$ cat src/design/smrng_pkg.sv
// Shared constants and types of the shuffled minimal standard generator.
`default_nettype none

package smrng_pkg;

    localparam int DATA_W        = 31;
    localparam int MULT_W        = 15;
    localparam int TABLE_ENTRIES = 32;

    localparam logic [MULT_W-1:0] LCG_MULT   = 15'd16807;
    localparam logic [DATA_W-1:0] LCG_MOD    = 31'h7FFF_FFFF;
    localparam logic [DATA_W-1:0] SEED_RESET = 31'd1;

    typedef enum logic [2:0] {
        ST_LOAD,
        ST_PRIME,
        ST_FILL,
        ST_HOLD,
        ST_RUN
    } t_state;

    typedef struct packed {
        logic load;
        logic adv;
    } t_gen_ctrl;

endpackage

`default_nettype wire

$ cat src/design/smrng_draw_if.sv
// Draw request channel: valid, ready and the range bound.
`default_nettype none

interface smrng_draw_if;
    logic                         valid;
    logic                         ready;
    logic [smrng_pkg::DATA_W-1:0] range_n;

    modport source (output valid, output range_n, input ready);
    modport sink   (input valid, input range_n, output ready);
endinterface

`default_nettype wire

$ cat src/design/smrng_result_if.sv
// Result channel: valid, ready, raw and scaled values.
`default_nettype none

interface smrng_result_if;
    logic                         valid;
    logic                         ready;
    logic [smrng_pkg::DATA_W-1:0] raw_value;
    logic [smrng_pkg::DATA_W-1:0] scaled_value;

    modport source (output valid, output raw_value, output scaled_value, input ready);
    modport sink   (input valid, input raw_value, input scaled_value, output ready);
endinterface

`default_nettype wire

$ cat src/design/smrng_ram.sv
// Generic simple dual-port RAM with registered read data.
`default_nettype none

module smrng_ram #(
    parameter int WIDTH = 32,
    parameter int DEPTH = 32
) (
    input  wire logic                     i_clk,
    input  wire logic                     i_we,
    input  wire logic [$clog2(DEPTH)-1:0] i_waddr,
    input  wire logic [WIDTH-1:0]         i_wdata,
    input  wire logic                     i_re,
    input  wire logic [$clog2(DEPTH)-1:0] i_raddr,
    output logic      [WIDTH-1:0]         o_rdata
);

    logic [WIDTH-1:0] r_mem [DEPTH];
    logic [WIDTH-1:0] r_rdata;

    // Read and write in the same cycle at one address returns the old contents.
    always_ff @(posedge i_clk) begin
        if (i_we) begin
            r_mem[i_waddr] <= i_wdata;
        end
        if (i_re) begin
            r_rdata <= r_mem[i_raddr];
        end
    end

    assign o_rdata = r_rdata;

endmodule

`default_nettype wire

$ cat src/design/smrng_gen.sv
// Multiplicative generator with a two-deep lookahead that also works out each value's slot.
`default_nettype none

module smrng_gen #(
    parameter int TABLE_ENTRIES = smrng_pkg::TABLE_ENTRIES
) (
    input  wire logic                             i_clk,
    input  wire smrng_pkg::t_gen_ctrl             i_ctrl,
    input  wire logic [smrng_pkg::DATA_W-1:0]     i_seed,
    output logic      [smrng_pkg::DATA_W-1:0]     o_value,
    output logic      [$clog2(TABLE_ENTRIES)-1:0] o_slot
);

    localparam int SLOT_W = $clog2(TABLE_ENTRIES);
    localparam int DW     = smrng_pkg::DATA_W;
    localparam int PROD_W = smrng_pkg::DATA_W + smrng_pkg::MULT_W;
    localparam int NDIV   = 1 + (2147483647 - 1) / TABLE_ENTRIES;

    logic [DW-1:0]     r_a1;
    logic [SLOT_W-1:0] r_a1_slot;
    logic [DW-1:0]     r_a2;
    logic [SLOT_W-1:0] w_a2_slot;
    logic [DW-1:0]     w_a2_next;

    function automatic logic [DW-1:0] lcg_next(input logic [DW-1:0] x);
        logic [PROD_W-1:0] p;
        logic [DW:0]       s;
        p = PROD_W'(x) * PROD_W'(smrng_pkg::LCG_MULT);
        // 2^31 is one more than the modulus, so the high part folds back in by addition.
        s = {1'b0, p[DW-1:0]} + (DW+1)'(p[PROD_W-1:DW]);
        if (s >= {1'b0, smrng_pkg::LCG_MOD}) begin
            s = s - {1'b0, smrng_pkg::LCG_MOD};
        end
        return s[DW-1:0];
    endfunction

    // The slot is the value divided by NDIV; count the slot boundaries it lies at or above.
    always_comb begin
        w_a2_slot = '0;
        for (int k = 1; k < TABLE_ENTRIES; k++) begin
            if ({1'b0, r_a2} >= (DW+1)'(k * NDIV)) begin
                w_a2_slot = w_a2_slot + SLOT_W'(1);
            end
        end
    end

    assign w_a2_next = lcg_next(r_a2);

    always_ff @(posedge i_clk) begin
        if (i_ctrl.load) begin
            r_a2 <= i_seed;
        end else if (i_ctrl.adv) begin
            r_a1      <= r_a2;
            r_a1_slot <= w_a2_slot;
            r_a2      <= w_a2_next;
        end
    end

    assign o_value = r_a1;
    assign o_slot  = r_a1_slot;

endmodule

`default_nettype wire

$ cat src/design/smrng_scale.sv
// Scaling pipeline: multiply by the range, exact division by 2^31-1, output register.
`default_nettype none

module smrng_scale (
    input  wire logic                         i_clk,
    input  wire logic                         i_rst_n,
    input  wire logic                         i_valid,
    output logic                              o_ready,
    input  wire logic [smrng_pkg::DATA_W-1:0] i_raw,
    input  wire logic [smrng_pkg::DATA_W-1:0] i_range,
    smrng_result_if.source                    o_result
);

    localparam int DW  = smrng_pkg::DATA_W;
    localparam int PW  = 2 * smrng_pkg::DATA_W;
    localparam logic [DW:0] ONE_MOD   = {1'b0, smrng_pkg::LCG_MOD};
    localparam logic [DW:0] TWICE_MOD = {smrng_pkg::LCG_MOD, 1'b0};

    logic          r_v2;
    logic          r_vo;
    logic [PW-1:0] r_prod;
    logic [DW-1:0] r_n2;
    logic [DW-1:0] r_raw2;
    logic [DW-1:0] r_raw_o;
    logic [DW-1:0] r_scaled_o;

    logic          w_out_adv;
    logic          w_s2_adv;
    logic [DW:0]   w_sum;
    logic [1:0]    w_extra;
    logic [DW:0]   w_quot;
    logic [DW-1:0] w_scaled;

    assign w_out_adv = !r_vo || o_result.ready;
    assign w_s2_adv  = !r_v2 || w_out_adv;
    assign o_ready   = w_s2_adv;

    // With P = hi*2^31 + lo, P = hi*M + (hi + lo), and hi + lo never exceeds 2M.
    always_comb begin
        w_sum = {1'b0, r_prod[PW-1:DW]} + {1'b0, r_prod[DW-1:0]};
        if (w_sum >= TWICE_MOD) begin
            w_extra = 2'd2;
        end else if (w_sum >= ONE_MOD) begin
            w_extra = 2'd1;
        end else begin
            w_extra = 2'd0;
        end
        w_quot = {1'b0, r_prod[PW-1:DW]} + (DW+1)'(w_extra);
        if ((r_n2 != '0) && (w_quot >= {1'b0, r_n2})) begin
            w_scaled = r_n2 - DW'(1);
        end else begin
            w_scaled = w_quot[DW-1:0];
        end
    end

    always_ff @(posedge i_clk) begin
        if (!i_rst_n) begin
            r_v2 <= 1'b0;
            r_vo <= 1'b0;
        end else begin
            if (w_s2_adv) begin
                r_v2 <= i_valid;
            end
            if (w_out_adv) begin
                r_vo <= r_v2;
            end
        end
    end

    always_ff @(posedge i_clk) begin
        if (w_s2_adv && i_valid) begin
            r_prod <= PW'(i_raw) * PW'(i_range);
            r_n2   <= i_range;
            r_raw2 <= i_raw;
        end
        if (w_out_adv && r_v2) begin
            r_raw_o    <= r_raw2;
            r_scaled_o <= w_scaled;
        end
    end

    assign o_result.valid        = r_vo;
    assign o_result.raw_value    = r_raw_o;
    assign o_result.scaled_value = r_scaled_o;

endmodule

`default_nettype wire

$ cat src/design/shuffled_minimal_standard_rng_unit.sv
// Top level of the shuffled minimal standard random generator.
//
// Park-Miller generator (x <- 16807 x mod 2^31-1) behind a Bays-Durham shuffle table held in a
// one-port-read, one-port-write RAM. After reset, and after every write to the seed register,
// the block loads the seed, primes the generator, fills the table and reads back slot 0; no
// draw is accepted meanwhile. After that one draw is accepted every cycle while the result side
// does not stall, and its result passes the first stage, the product register and the output
// register in turn. The rate is set by the table loop: the word read for one draw carries
// the slot index that addresses the read for the next draw, one RAM read per cycle. Each result
// gives the raw 31-bit value, whose fraction is raw/(2^31-1), and floor(raw*n/(2^31-1)) for the
// requested bound n. A seed of zero, or of 2^31-1, is used as one.
`default_nettype none

module shuffled_minimal_standard_rng_unit #(
    parameter int TABLE_ENTRIES = smrng_pkg::TABLE_ENTRIES
) (
    input  wire logic                         i_clk,
    input  wire logic                         i_rst_n,
    input  wire logic                         i_seed_we,
    input  wire logic [smrng_pkg::DATA_W-1:0] i_seed_wdata,
    smrng_draw_if.sink                        i_draw,
    smrng_result_if.source                    o_result
);

    localparam int DW     = smrng_pkg::DATA_W;
    localparam int SLOT_W = $clog2(TABLE_ENTRIES);
    localparam int WORD_W = smrng_pkg::DATA_W + SLOT_W;
    localparam int CNT_W  = $clog2(TABLE_ENTRIES + 8);

    smrng_pkg::t_state    r_state;
    smrng_pkg::t_state    n_state;
    logic [CNT_W-1:0]     r_cnt;
    logic [CNT_W-1:0]     n_cnt;
    logic [DW-1:0]        r_seed;
    logic                 r_v1;
    logic [DW-1:0]        r_n1;

    smrng_pkg::t_gen_ctrl w_ctrl;
    logic [DW-1:0]        w_x0;
    logic [DW-1:0]        w_gen_value;
    logic [SLOT_W-1:0]    w_gen_slot;
    logic [WORD_W-1:0]    w_held_word;
    logic [DW-1:0]        w_held_raw;
    logic [SLOT_W-1:0]    w_held_slot;
    logic                 w_we;
    logic [SLOT_W-1:0]    w_waddr;
    logic                 w_re;
    logic [SLOT_W-1:0]    w_raddr;
    logic                 w_scale_ready;
    logic                 w_s1_adv;
    logic                 w_draw;

    assign w_x0 = ((r_seed == '0) || (r_seed == smrng_pkg::LCG_MOD)) ? DW'(1) : r_seed;

    assign w_held_raw  = w_held_word[WORD_W-1:SLOT_W];
    assign w_held_slot = w_held_word[SLOT_W-1:0];

    assign w_s1_adv     = !r_v1 || w_scale_ready;
    assign i_draw.ready = (r_state == smrng_pkg::ST_RUN) && w_s1_adv;
    assign w_draw       = i_draw.valid && i_draw.ready;

    always_comb begin
        n_state = r_state;
        n_cnt   = r_cnt;
        w_ctrl  = '0;
        w_we    = 1'b0;
        w_waddr = w_held_slot;
        w_re    = 1'b0;
        w_raddr = w_held_slot;
        case (r_state)
            smrng_pkg::ST_LOAD: begin
                w_ctrl.load = 1'b1;
                n_cnt       = CNT_W'(1);
                n_state     = smrng_pkg::ST_PRIME;
            end
            smrng_pkg::ST_PRIME: begin
                w_ctrl.adv = 1'b1;
                if (r_cnt == '0) begin
                    n_cnt   = CNT_W'(TABLE_ENTRIES + 7);
                    n_state = smrng_pkg::ST_FILL;
                end else begin
                    n_cnt = r_cnt - CNT_W'(1);
                end
            end
            smrng_pkg::ST_FILL: begin
                // The last TABLE_ENTRIES warm-up values go in from the top slot down.
                w_ctrl.adv = 1'b1;
                if (r_cnt < CNT_W'(TABLE_ENTRIES)) begin
                    w_we    = 1'b1;
                    w_waddr = r_cnt[SLOT_W-1:0];
                end
                if (r_cnt == '0) begin
                    n_state = smrng_pkg::ST_HOLD;
                end else begin
                    n_cnt = r_cnt - CNT_W'(1);
                end
            end
            smrng_pkg::ST_HOLD: begin
                w_re    = 1'b1;
                w_raddr = '0;
                n_state = smrng_pkg::ST_RUN;
            end
            smrng_pkg::ST_RUN: begin
                // Old slot contents come out as the new held value while the fresh one goes in.
                if (w_draw) begin
                    w_ctrl.adv = 1'b1;
                    w_we       = 1'b1;
                    w_re       = 1'b1;
                end
            end
            default: begin
                n_state = smrng_pkg::ST_LOAD;
            end
        endcase
        if (i_seed_we) begin
            n_state = smrng_pkg::ST_LOAD;
        end
    end

    always_ff @(posedge i_clk) begin
        if (!i_rst_n) begin
            r_state <= smrng_pkg::ST_LOAD;
            r_cnt   <= '0;
            r_seed  <= smrng_pkg::SEED_RESET;
            r_v1    <= 1'b0;
        end else begin
            r_state <= n_state;
            r_cnt   <= n_cnt;
            if (i_seed_we) begin
                r_seed <= i_seed_wdata;
            end
            if (w_s1_adv) begin
                r_v1 <= w_draw;
            end
        end
    end

    always_ff @(posedge i_clk) begin
        if (w_draw) begin
            r_n1 <= i_draw.range_n;
        end
    end

    smrng_gen #(
        .TABLE_ENTRIES (TABLE_ENTRIES)
    ) u_gen (
        .i_clk   (i_clk),
        .i_ctrl  (w_ctrl),
        .i_seed  (w_x0),
        .o_value (w_gen_value),
        .o_slot  (w_gen_slot)
    );

    smrng_ram #(
        .WIDTH (WORD_W),
        .DEPTH (TABLE_ENTRIES)
    ) u_table (
        .i_clk   (i_clk),
        .i_we    (w_we),
        .i_waddr (w_waddr),
        .i_wdata ({w_gen_value, w_gen_slot}),
        .i_re    (w_re),
        .i_raddr (w_raddr),
        .o_rdata (w_held_word)
    );

    smrng_scale u_scale (
        .i_clk    (i_clk),
        .i_rst_n  (i_rst_n),
        .i_valid  (r_v1),
        .o_ready  (w_scale_ready),
        .i_raw    (w_held_raw),
        .i_range  (r_n1),
        .o_result (o_result)
    );

    a_draw_enters_pipe: assert property (@(posedge i_clk) disable iff (!i_rst_n)
        w_draw |=> r_v1)
        else $error("accepted draw transaction did not reach the first stage");

    a_held_slot_in_range: assert property (@(posedge i_clk) disable iff (!i_rst_n)
        (r_state == smrng_pkg::ST_RUN) |-> (w_held_slot <= SLOT_W'(TABLE_ENTRIES - 1)))
        else $error("held value points beyond the shuffle table");

    a_raw_nonzero: assert property (@(posedge i_clk) disable iff (!i_rst_n)
        o_result.valid |-> (o_result.raw_value != '0))
        else $error("result transaction carries a zero generator value");

endmodule

`default_nettype wire

$ cat src/flat_wrapper.sv
// flat-port wrapper written by rule: the top's interface ports become plain ports
module shuffled_minimal_standard_rng_unit_flat 
#(
    parameter int TABLE_ENTRIES = smrng_pkg::TABLE_ENTRIES
)
  (i_clk, i_rst_n, i_seed_we, i_seed_wdata, i_draw_valid, i_draw_range_n, i_draw_ready, o_result_valid, o_result_raw_value, o_result_scaled_value, o_result_ready);
  smrng_draw_if i_draw_i ();
  smrng_result_if o_result_i ();
  input  wire logic i_clk;
  input  wire logic i_rst_n;
  input  wire logic i_seed_we;
  input  wire logic [smrng_pkg::DATA_W-1:0] i_seed_wdata;
  input wire logic [$bits(i_draw_i.valid)-1:0] i_draw_valid;
  input wire logic [$bits(i_draw_i.range_n)-1:0] i_draw_range_n;
  output wire logic [$bits(i_draw_i.ready)-1:0] i_draw_ready;
  output wire logic [$bits(o_result_i.valid)-1:0] o_result_valid;
  output wire logic [$bits(o_result_i.raw_value)-1:0] o_result_raw_value;
  output wire logic [$bits(o_result_i.scaled_value)-1:0] o_result_scaled_value;
  input wire logic [$bits(o_result_i.ready)-1:0] o_result_ready;
  assign i_draw_i.valid = i_draw_valid;
  assign i_draw_i.range_n = i_draw_range_n;
  assign i_draw_ready = i_draw_i.ready;
  assign o_result_valid = o_result_i.valid;
  assign o_result_raw_value = o_result_i.raw_value;
  assign o_result_scaled_value = o_result_i.scaled_value;
  assign o_result_i.ready = o_result_ready;
  shuffled_minimal_standard_rng_unit #(.TABLE_ENTRIES(TABLE_ENTRIES)) u_core (.i_clk(i_clk), .i_rst_n(i_rst_n), .i_seed_we(i_seed_we), .i_seed_wdata(i_seed_wdata), .i_draw(i_draw_i), .o_result(o_result_i));
endmodule
$ cat config.mk
export PLATFORM = sky130hd
export DESIGN_NAME = shuffled_minimal_standard_rng_unit_flat
export DESIGN_NICKNAME = d
export VERILOG_FILES = /design/src/design/smrng_pkg.sv /design/src/design/smrng_draw_if.sv /design/src/design/smrng_result_if.sv /design/src/design/smrng_ram.sv /design/src/design/smrng_gen.sv /design/src/design/smrng_scale.sv /design/src/design/shuffled_minimal_standard_rng_unit.sv /design/src/flat_wrapper.sv
export SDC_FILE = /design/constraint.sdc
export NUM_CORES = 2
export LEC_CHECK = 0
export ABC_AREA = 1
export BUFFER_PORTS_ARGS = -buffer_cell sky130_fd_sc_hd__buf_2
export CORE_UTILIZATION = 30
export CTS_CLUSTER_DIAMETER = 100
export DETAILED_ROUTE_END_ITERATION = 12
export PLACE_DENSITY_LB_ADDON = 0.25
export SYNTH_ARGS = -nofsm -noshare
export SYNTH_HDL_FRONTEND = slang
export SYNTH_SLANG_ARGS = --single-unit
$ cat constraint.sdc
create_clock -name i_clk -period 21.3 [get_ports i_clk]
set_clock_uncertainty 0.2 [all_clocks]
set_input_delay 1.065 -clock i_clk [delete_from_list [all_inputs] [get_ports i_clk]]
set_output_delay 1.065 -clock i_clk [all_outputs]
set_load 0.01 [all_outputs]
==> results.json <==
{
  "synth_edf_count": 1472,
  "timing.final.ws_setup_ns": 4.63,
  "die_h_um": 591,
  "grt_pass1_vias": 74300,
  "wl_um": 314000,
  "initial_utilization": 0.302,
  "fill_cells": 34700,
  "path_max_fanout": 12,
  "gp_congestion": 0.896,
  "die-area_mm2": 0.349,
  "clk_pin_slew_ns": 0.06,
  "hold_viol": 0,
  "synth_area_mm2": 0.104,
  "register_area_mm2": 0.0451,
  "grt_start_max_net_pins": 215,
  "max_stage_delay_ns": 0.67,
  "status": "completed",
  "post_cts_resized": 0,
  "cp_num_buf_inv": 5,
  "clockRootBuffer": "clkbuf_16",
  "grt_busiest_layer": "met2",
  "yosys_most_used_dff": "edfxtp_1",
  "dpl_cell_area_mm2": 0.110,
  "antenna_found_initial": 4,
  "drtIter0Drc": 5641,
  "cts_tree": "built",
  "portBuffers": 130,
  "postCtsSetupRepairBufs": 0,
  "met1_usage": 0.246,
  "viasPerCell": 4.90,
  "rows": 215,
  "required_ns": 21.73,
  "yosys_register_bits": 1515,
  "worstSkewPairLatency_ns": 0.91,
  "use_met3": 0.0215,
  "io_pins": 131,
  "worstSetupStartpointType": "flip-flop",
  "clock_path_buffers": 4,
  "met2_usage": 0.298,
  "h-tree-depth": 4,
  "setup_viol": 0,
  "crit_type": "reg -> reg",
  "overflow": 0,
  "multi_input_area_mm2": 0.0508,
  "drc": 0,
  "cp.arrival_ns": 17.09,
  "worst_pin_slew_ns": 1.32,
  "grt_pass1_wl_um": 474000,
  "final_max_slew_viol_count": 0,
  "crit_path_frequent_cell": "nand2_1",
  "drv_cap": 0,
  "max_freq_ghz": 0.0600,
  "hold_buffers": 0,
  "rrSetupSlack_ns": 4.63,
  "hold_class": "in -> reg",
  "synth_warnings": 0,
  "period_needed_ns": 16.67,
  "critPathSlowestCell": "edfxtp_1",
  "drtAntennaViolNets": 0,
  "firstDrtPassIters": 5,
  "cts_buffers": 178,
  "rsz0062_at_grt": "false",
  "core_mm2": 0.344,
  "place_ws_ns": 4.69,
  "holdWs_ns": 0.206,
  "ys_types": 61,
  "layout-drive-gt1-share": 0.0668,
  "startpoint": "u_core.u_gen.r_a2[28]",
  "dr_total_vias": 72100,
  "crit_family": "simple AND/OR/NAND/NOR gates",
  "worstReg2RegStart": "u_core.u_gen.r_a2[28]",
  "final_nets": 11700,
  "fin_tns_setup_ns": 0,
  "slew_headroom": 0.119,
  "synth_cells": 10000,
  "synthesis.nets": 11700,
  "dp_hpwl_um": 203000,
  "synthToLayoutAreaGrowth_pct": 11.2,
  "fin_area_mm2": 0.116,
  "avgSynthCellArea_um2": 10.4,
  "fin_crit_sh": 0.782,
  "cts.sinks": 1515,
  "die_w_um": 591,
  "yosysSeqAreaShare": 0.434,
  "worstSetupEndpointType": "flip-flop",
  "synthArstFlopShare": 0,
  "track_usage": 0.179,
  "wl_per_cell_um": 21.3,
  "hp-start": "i_draw_range_n[6]"
}
==> per-layer routing <==
metal,wire length [um],up-vias
met5,0,-
met4,8670,0
met3,16300,442
met2,148000,1985
met1,141000,36800
li1,-,32900
==> cell usage after synthesis, drive strengths merged, types with 43 or more instances <==
library cell	n	area [um^2]
nand2	1674	6460
o21bai	160	1200
clkbuf	429	1610
o32ai	145	1270
a31oi	54	338
edfxtp	1472	44200
dfxtp	43	861
fa	973	19500
o211ai	149	1120
nand3	233	1250
a21oi	233	1170
o311ai	146	1280
xnor2	51	447
ha	594	7430
inv	1749	6570
o21ai	459	2300
nand4	54	353
nor3	45	225
xor2	149	1310
nor2	1039	3940
==> final timing paths <==
| check | depth (start not counted) | endpoint |
|---|---|---|
| min reg2reg | 0 | u_core.u_scale.o_result.raw_value[23] |
| max reg2reg | 95 | u_core.u_gen.o_slot[4] |
| min | 1 | u_core.r_n1[6] |
| max | 95 | u_core.u_gen.o_slot[4] |
==> registers in the layout, indices dropped and copies added, names as in the netlist <==
register	cells
u_core.u_scale.r_raw2	31
u_core.r_n1	31
u_core.u_table.r_mem	1152
u_core.u_scale.r_prod	62
u_core.u_scale.o_result.valid	1
u_core.r_seed	31
u_core.u_gen.o_slot	5
u_core.u_scale.o_result.raw_value	31
u_core.r_v1	1
u_core.u_gen.r_a2	31
u_core.r_state	3
u_core.u_table.o_rdata	36
u_core.r_cnt	6
u_core.u_scale.r_n2	31
u_core.u_scale.o_result.scaled_value	31
u_core.u_gen.o_value	31
u_core.u_scale.r_v2	1
==> cells by family (layout without fill, tap and decap cells) <==
group / count (synthesis) / after routing / synth area share
buffers and inverters: 2208 / 2349 / 0.0799
flip-flops: 1515 / 1515 / 0.434
other: 0 / 1 / 0
AO/OA/AOI/OAI: 1408 / 1408 / 0.0881
AND/OR/NAND/NOR: 3122 / 3122 / 0.122
adder cells (fa/ha/maj): 1567 / 1567 / 0.259
XOR/XNOR: 200 / 200 / 0.0169
==> area by class of cell <==
type	count	share of cell area
Clock inverter	90	0.00732
Inverter	1756	0.0572
Antenna cell	1	0.0000217
Clock buffer	224	0.0406
Sequential cell	1515	0.390
Timing Repair Buffer	279	0.0157
Multi-Input combinational cell	6297	0.440
Tap cell	4557	0.0493
==> worst register-to-register path: cells and delay by family (launching register included) <==
family                   cells  cell delay [ns]
flip-flops                   1             0.67
XOR/XNOR                     3             0.35
AO/OA/AOI/OAI               17             2.43
AND/OR/NAND/NOR             54             7.95
adder cells (fa/ha/maj)     16             4.21
buffers and inverters        5             0.67
==> through the flow <==
| step | util | instances |
|---|---|---|
| finish | 0.336 | 14700 |
| detailed placement | 0.320 | 14400 |
| global route | 0.336 | 14700 |
| floorplan | - | 10000 |
| CTS | 0.336 | 14700 |
| global placement | 0.320 | 14400 |
==> cells in the final DEF (no fill, tap or decap), types with 31 or more instances in the layout <==
| cell type | n |
|---|---|
| nand4_1 | 53 |
| ha_1 | 594 |
| o21ai_0 | 450 |
| nand2_1 | 1622 |
| nor2_1 | 999 |
| o211ai_1 | 149 |
| nor3_1 | 45 |
| clkbuf_16 | 181 |
| clkbuf_1 | 43 |
| edfxtp_1 | 1472 |
| nand3_1 | 217 |
| buf_2 | 130 |
| or2_2 | 31 |
| nand2_2 | 37 |
| inv_1 | 1735 |
| o311ai_0 | 146 |
| xnor2_1 | 51 |
| xor2_1 | 148 |
| dfxtp_1 | 43 |
| o21bai_1 | 160 |
| clkinv_1 | 40 |
| o32ai_1 | 145 |
| nor2_4 | 36 |
| buf_4 | 145 |
| a21oi_1 | 231 |
| a31oi_1 | 54 |
| fa_1 | 973 |
Power is left out: the tool's default activity adds up to more than one toggle a clock period on the data nets, which glitch-free logic cannot reach.
